`config.mk`:
```
export PLATFORM = sky130hd
export DESIGN_NAME = rmt_ctrl
export DESIGN_NICKNAME = d
export VERILOG_FILES = /design/src/design/rmt_pkg.sv /design/src/design/rmt_ctrl.sv
export SDC_FILE = /design/constraint.sdc
export NUM_CORES = 1
export LEC_CHECK = 0
export ABC_AREA = 1
export BUFFER_PORTS_ARGS = -buffer_cell sky130_fd_sc_hd__buf_4
export CAP_MARGIN = 40
export CELL_PAD_IN_SITES_DETAIL_PLACEMENT = 2
export CELL_PAD_IN_SITES_GLOBAL_PLACEMENT = 2
export CORE_MARGIN = 10
export CORE_UTILIZATION = 25
export DETAILED_ROUTE_END_ITERATION = 16
export PLACE_DENSITY_LB_ADDON = 0.3
export SYNTH_ARGS = -nofsm -noshare
export SYNTH_HDL_FRONTEND = slang
export SYNTH_SLANG_ARGS = --single-unit
```
`constraint.sdc`:
```
create_clock -name clk -period 4.2 [get_ports clk]
set_input_delay 0 -clock clk [delete_from_list [all_inputs] [get_ports clk]]
set_output_delay 0 -clock clk [all_outputs]
set_load 0.02 [all_outputs]
```
`src/design/rmt_pkg.sv`:
```
// Shared types and constants for the range maximum tree unit.
`timescale 1ns / 1ps

package rmt_pkg;

	localparam int LEAVES_DEF     = 1024;
	localparam int VALUE_BITS_DEF = 32;

	localparam int INDEX_W = 10;
	localparam int VALUE_W = 32;
	localparam int RANGE_W = 11;

	localparam logic CMD_UPDATE = 1'b0;
	localparam logic CMD_QUERY  = 1'b1;

	typedef struct packed {
		logic               cmd;
		logic [INDEX_W-1:0] index;
		logic [VALUE_W-1:0] value;
		logic [RANGE_W-1:0] range_low;
		logic [RANGE_W-1:0] range_high;
	} rmt_req_t;

endpackage

```
`src/design/rmt_ctrl.sv`:
```
// Sequencer: leaf-to-root update walk and bottom-up range max walk over node memory.
`timescale 1ns / 1ps

module rmt_ctrl #(
	parameter int LEAVES     = rmt_pkg::LEAVES_DEF,
	parameter int VALUE_BITS = rmt_pkg::VALUE_BITS_DEF,
	parameter int AW         = $clog2(LEAVES) + 1
) (
	input  logic                  clk,
	input  logic                  arst_n,
	input  logic                  req_valid,
	output logic                  req_ready,
	input  rmt_pkg::rmt_req_t     req,
	output logic                  res_valid,
	input  logic                  res_ready,
	output logic [VALUE_BITS-1:0] res_value,
	input  logic                  clr_busy,
	output logic                  we,
	output logic [AW-1:0]         waddr,
	output logic [VALUE_BITS-1:0] wdata,
	output logic                  re,
	output logic [AW-1:0]         raddr,
	input  logic [VALUE_BITS-1:0] rdata
);

	localparam int P   = 2 ** (AW - 1);
	localparam int LRW = AW + 1;
	localparam int CW  = (LRW > rmt_pkg::RANGE_W) ? LRW : rmt_pkg::RANGE_W;

	localparam logic [2:0] ST_IDLE = 3'd0;
	localparam logic [2:0] ST_UWR  = 3'd1;
	localparam logic [2:0] ST_URD  = 3'd2;
	localparam logic [2:0] ST_QA   = 3'd3;
	localparam logic [2:0] ST_QB   = 3'd4;

	logic [2:0]            state_q, state_d;
	logic [AW-1:0]         node_q, node_d;
	logic [VALUE_BITS-1:0] acc_q, acc_d;
	logic [LRW-1:0]        l_q, l_d, r_q, r_d;
	logic                  pend_q, pend_d;
	logic [VALUE_BITS-1:0] fold;
	logic [CW-1:0]         lo_ext, hi_ext, lo_c, hi_c;

	always_comb begin
		lo_ext = CW'(req.range_low);
		hi_ext = CW'(req.range_high);
		lo_c   = (lo_ext > CW'(P)) ? CW'(P) : lo_ext;
		hi_c   = (hi_ext > CW'(P)) ? CW'(P) : hi_ext;
	end

	// a query read issued last cycle lands in rdata now
	assign fold = (pend_q && (rdata > acc_q)) ? rdata : acc_q;

	always_comb begin
		state_d   = state_q;
		node_d    = node_q;
		acc_d     = acc_q;
		l_d       = l_q;
		r_d       = r_q;
		pend_d    = 1'b0;
		we        = 1'b0;
		waddr     = node_q;
		wdata     = acc_q;
		re        = 1'b0;
		raddr     = '0;
		req_ready = 1'b0;
		res_valid = 1'b0;
		res_value = fold;
		unique case (state_q)
			ST_IDLE: begin
				req_ready = !clr_busy;
				if (req_valid && !clr_busy) begin
					if (req.cmd == rmt_pkg::CMD_UPDATE) begin
						if (32'(req.index) < 32'(LEAVES)) begin
							node_d  = AW'(P) + AW'(req.index);
							acc_d   = VALUE_BITS'(req.value);
							state_d = ST_UWR;
						end
					end else begin
						l_d     = LRW'(lo_c) + LRW'(P);
						r_d     = LRW'(hi_c) + LRW'(P);
						acc_d   = '0;
						state_d = ST_QA;
					end
				end
			end
			ST_UWR: begin
				we = 1'b1;
				if (node_q == AW'(1)) begin
					state_d = ST_IDLE;
				end else begin
					re      = 1'b1;
					raddr   = node_q ^ AW'(1);
					state_d = ST_URD;
				end
			end
			ST_URD: begin
				acc_d   = (rdata > acc_q) ? rdata : acc_q;
				node_d  = node_q >> 1;
				state_d = ST_UWR;
			end
			ST_QA: begin
				acc_d = fold;
				if (l_q >= r_q) begin
					res_valid = 1'b1;
					if (res_ready) begin
						state_d = ST_IDLE;
					end
				end else begin
					if (l_q[0]) begin
						re     = 1'b1;
						raddr  = AW'(l_q);
						l_d    = l_q + LRW'(1);
						pend_d = 1'b1;
					end
					state_d = ST_QB;
				end
			end
			ST_QB: begin
				acc_d = fold;
				if (r_q[0]) begin
					re     = 1'b1;
					raddr  = AW'(r_q - LRW'(1));
					pend_d = 1'b1;
				end
				l_d     = l_q >> 1;
				r_d     = r_q >> 1;
				state_d = ST_QA;
			end
			default: begin
				state_d = ST_IDLE;
			end
		endcase
	end

	always_ff @(posedge clk or negedge arst_n) begin
		if (!arst_n) begin
			state_q <= ST_IDLE;
			pend_q  <= 1'b0;
		end else begin
			state_q <= state_d;
			pend_q  <= pend_d;
		end
	end

	always_ff @(posedge clk) begin
		node_q <= node_d;
		acc_q  <= acc_d;
		l_q    <= l_d;
		r_q    <= r_d;
	end

	a_no_req_while_clearing: assert property (@(posedge clk) disable iff (!arst_n)
		clr_busy |-> !req_ready)
		else $error("request taken during zeroing sweep");

	a_root_ends_update: assert property (@(posedge clk) disable iff (!arst_n)
		(state_q == ST_UWR && node_q == AW'(1)) |=> state_q == ST_IDLE)
		else $error("update walk did not stop at root");

	a_no_rw_collision: assert property (@(posedge clk) disable iff (!arst_n)
		(we && re) |-> waddr != raddr)
		else $error("read and write hit the same node");

	a_result_held: assert property (@(posedge clk) disable iff (!arst_n)
		(res_valid && !res_ready) |=> res_valid && $stable(res_value))
		else $error("stalled result changed");

	a_pend_only_in_query: assert property (@(posedge clk) disable iff (!arst_n)
		pend_q |-> (state_q == ST_QA || state_q == ST_QB))
		else $error("query read pending outside a query");

endmodule

```
# After elaboration in Yosys (flattened, before gate mapping)
# Cells that the tools add are included.
# word_totals
ff_bits	71
latch_bits	0
ram_bits	0
romBits	0
input_bits	102
out_inout_bits	90
word_cells	83
mem_count	0
# classes
n_addsub	5
multipliers	0
n_div	0
magnitude_cmp	4
n_eq_ne	12
shift	0
muxes	39
bitwise	1
reduce_logical	15
# op_table
op	count
$mux 32	4
$pmux 32 s3	1
$mux 11	8
$mux 12	6
$pmux 12 s3	1
$pmux 11 s3	1
$gt 32x32->1	1
$add 11x11->12 const B	2
$pmux 12 s2	1
$gt 11x11->1 const B	2
$pmux 11 s2	1
$pmux 3 s5	1
$add 12x1->12 const B	1
$ge 12x12->1	1
$ne 2x2->1 const B	6
$add 11x10->11 const A	1
$eq 11x1->1 const B	1
$sub 11x1->11 const B	1
$mux 3	3
$reduce_and 3->1	3
$mux 1	8
$eq 3x2->1 const B	2
$reduce_bool 3->1	2
$reduce_and 5->1	1
14 further kinds	17

# Longest topological paths before layout
# depth
word_depth	6
mapped_depth	18

# Worst setup path before layout
# OpenSTA, ideal clock, no wires.
# synth_path
path_type	register to register
startpoint	register acc_q[31], in the netlist wdata[31]
endpoint	register acc_q[0], in the netlist wdata[0], enable pin
setup_time_ps	461
arrival_time_ps	3874
required_ps	3739
slack_ps	-135
stages_incl_launch_ff	12
path_buffers	1
path_cell_list	edfxtp_1 inv_1 ha_1 nand2_1 nor2_1 nand2_1 nor2_2 nand2_1 nand2_4 buf_4 a21oi_1 nor3_1
# synth_via
elab_chain_len	3
# synth_lines
element	line_no	rtl
start: declaration	rmt_ctrl.sv:38	logic [VALUE_BITS-1:0] acc_q, acc_d;
start signal: assignment	rmt_ctrl.sv:148	acc_q <= acc_d;
$gt 32x32->1	rmt_ctrl.sv:98	acc_d = (rdata > acc_q) ? rdata : acc_q;
$ne 2x2->1 (no source line)	--	
$reduce_and 3->1 (no source line)	--	
# Every way passes these cells.
# A chain may end at the register's enable or synchronous reset.

# Final worst setup path
# layout_path
startpoint	register acc_q[31], in the netlist wdata[31]
endpoint	output port res_value[14]
# layout_via
elab_chain_len	3
# layout_lines
element	line_no	rtl
$gt 32x32->1	rmt_ctrl.sv:52	assign fold = (pend_q && (rdata > acc_q)) ? rdata : acc_q;
$logic_and 1x1->1	rmt_ctrl.sv:52	
$mux 32	rmt_ctrl.sv:52	
end: declaration	rmt_ctrl.sv:16	output logic [VALUE_BITS-1:0] res_value,
# Every way passes these cells.

==> results.cfg <==
[setup_path]
critPathMaxFanout = 34
slowest_delay_ns = 0.61
crit_buf_inv = 2
crit_path_frequent_cell = nand2_1
crit_arrival_ns = 3.27
crit_family = simple AND/OR/NAND/NOR gates
worst_path_max_delay_cell = nand3_4
cp_cell_sequence = inv_1 -> ha_1 -> nand2_1 -> nor2_1 -> nand2_1 -> nor2_2 -> nand4_4 -> nand3_4 -> nand2_1 -> and2_1 -> buf_4
rr_worst_depth = 11
endpoint_kind = output pin
required_ns = 4.20
r2r-end = wdata[14]
cp-start-kind = flop
r2r_setup_slack_ns = 1.25
path_class = flop to output pin
rr_startpoint = wdata[31]

[clock_tree]
clkSlewWorstSetupHoldPaths_ns = 0.07
clock_latency_ns = 0.35
cts_buffers = 9
clock-sinks = 71
cts_tree = done
clockBufferDepth = 2
ctsResizeCount = 0
htreeDepth = 3
cts_root_buf = clkbuf_16

[hold_path]
holdPathEnd = l_q[4]
min_from = req[15]
hold-path-cell-count = 3
hp-class = input pin to flop

[global_routing]
overflow = 0
grt_usage_pct = 17.3
grt_pass1_wl_um = 42200
grt_pass1_vias = 7389
antenna_found_initial = 0
grt_max_degree = 35

[timing]
period_minus_slack_ns = 3.27
finalSetupTns_ns = 0
rsz0062_at_grt = no
max_freq_ghz = 0.306
setup_violations = 0
report.final.hold_viol_count = 0
hold_slack_ns = 0.00679
skew_ns = 0.00963
slew_violations = 0
worstMarginPinSlew_ns = 0.697
slew_headroom_pct = 53.3
period_share_pct = 77.8

[placed_design]
port_buffers = 191
hpwl_um = 20100
gp_congestion = 0.799

[floorplanning]
pin_count = 192
rows = 56
fp.dieW_um = 174
die_area_sq_mm = 0.0304
core-area_sq_mm = 0.0234
dieHeight_um = 174
start_util_pct = 25.4

[synth]
synth_edf_count = 67
ys_seq_area_share_pct = 35.5
synth.avg_cell_area_sq_um = 7.22
synth_fp_nets = 969
synth_seq_cells = 71
ys_types = 40
netlist_area_sq_mm = 0.00595
ys_async_sr_fraction_pct = 5.63
ys.flop_type = edfxtp_1
yosysWarnings = 0
syn-instance-count = 823

[outcome]
status = complete, no violations

[final_layout]
n_antenna_cell = 0
final_nets = 1202
multi_input_area_sq_mm = 0.00322
drive_gt1_share_pct = 22.6
fill_cells = 2836
register_area_sq_mm = 0.00211
syn_to_final_growth_pct = 43.2

[route]
wl_per_cell_um = 19.2
drt_iter0_markers = 244
wl_um = 26500
viasPerCell = 4.74
drt_first_pass_iters = 4
drc = 0
ant_nets = 0
vias = 6543

[job]
cap_violations = 0

[power_and_ir_drop]
peakVddDrop_uv = 258
p_leak_nw = 4.18
power_density_mw_per_mm2 = 755
==> layer usage <==
metal | GRT usage (%) | vias up | wire length, um
met5 | 0 | - | 0
met4 | 4.52 | 0 | 406
met3 | 4.49 | 21 | 1630
met2 | 30.8 | 148 | 13300
met1 | 20.1 | 3169 | 11200
li1 | - | 3205 | -
==> sequential cells by signal, summed over array words and instances (netlist names) <==
signal,count
state_q,3
pend_q,1
r_q,12
l_q,12
wdata,32
waddr,11
==> cells in the mapped netlist (4+ instances only) <==
master	count	share of area [%]
dfrtp_1	4	1.7
o22ai_1	7	0.74
nand3_1	73	6.1
nor2_1	61	3.9
edfxtp_1	67	34
o21ai_0	18	1.5
or2_2	4	0.42
and2_1	32	3.4
a21oi_1	56	4.7
nand2_1	220	14
inv_2	7	0.44
inv_1	115	7.3
nor3_1	4	0.34
buf_2	8	0.67
ha_1	44	9.3
nor2_2	4	0.42
o211ai_1	7	0.88
nor4_1	5	0.53
clkbuf_1	17	1.1
nand4_1	39	4.1
==> worst min-delay path, cell delays in order <==
cell      delay, ns
buf_4          0.08
nand3_1        0.07
o221ai_1       0.08
==> cells by family (layout without fill, tap and decap cells) <==
logic type,count (synthesis),after routing,share of synthesized area [%]
DFF,71,71,35.5
adders and majority gates,44,44,9.26
buffers and inverters,156,394,10.6
AOI/OAI and AO/OA,98,98,9.13
xor gates and xnor gates,1,1,0.147
and+or+nand+nor,453,453,35.4
==> timing repair <==
item / 4_1_cts / 5_1_grt
hold buffers: 55 / 0
buffers inserted: 0 / 0
endpoints found under the hold margin: 57 / 0
==> worst max path at each step <==
stage          startpoint            end  slack, ns  depth (start not counted)
3_5_place_dp    wdata[31]      wdata[14]       1.23                         11
3_3_place_gp    wdata[23]      wdata[15]       1.29                         11
2_1_floorplan   wdata[31]       wdata[0]       0.84                         11
6_report        wdata[31]  res_value[14]       0.93                         11
5_1_grt         wdata[29]  res_value[14]       0.66                         11
4_1_cts         wdata[31]  res_value[14]       0.87                         11
==> layout make-up <==
| class | instances | area share, % |
|---|---|---|
| multi-input combinational | 596 | 37.8 |
| sequential | 71 | 24.8 |
| timing repair buffer | 256 | 24.2 |
| inverter | 122 | 5.38 |
| tap | 319 | 4.69 |
| clock buffer | 10 | 2.69 |
| clock inverter | 6 | 0.441 |
==> power by group <==
part | total (mW) | internal [mW] | switching (mW) | leakage (nW)
combinational | 4.07 | 1.42 | 2.66 | 3.35
clock | 0.738 | 0.398 | 0.341 | 0.126
sequential | 1.62 | 1.31 | 0.304 | 0.704
total | 6.43 | 3.13 | 3.30 | 4.18
==> placed cells by master, fill, tap and decap left out, types with 3 or more instances in the layout <==
master / count
nand2_1: 220
buf_4: 201
inv_1: 115
nand3_1: 73
edfxtp_1: 67
nor2_1: 61
a21oi_1: 56
dlygate4sd3_1: 55
ha_1: 44
nand4_1: 39
and2_1: 32
o21ai_0: 18
clkbuf_16: 9
inv_2: 7
o211ai_1: 7
o22ai_1: 7
nor4_1: 5
nor2_2: 4
nor3_4: 4
or2_2: 4
dfrtp_1: 4
nor3_1: 3
a31oi_1: 3
==> per-stage QoR <==
stage / std cells / area, sq um / setup slack, ns / utilization [%] / total power [mW]
6_report: 1380 / 8520 / 0.934 / 36.4 / 6.43
5_1_grt: 1380 / 8520 / 0.661 / 36.4 / 6.99
4_1_cts: 1380 / 8520 / 0.871 / 36.4 / 6.54
3_5_place_dp: 1309 / 7700 / 1.23 / 32.9 / 5.72
3_3_place_gp: 1309 / 7700 / 1.29 / 32.9 / 5.62
2_1_floorplan: 823 / 5950 / 0.844 / - / 3.95
No activity file was read; power rests on OpenSTA's default activity.
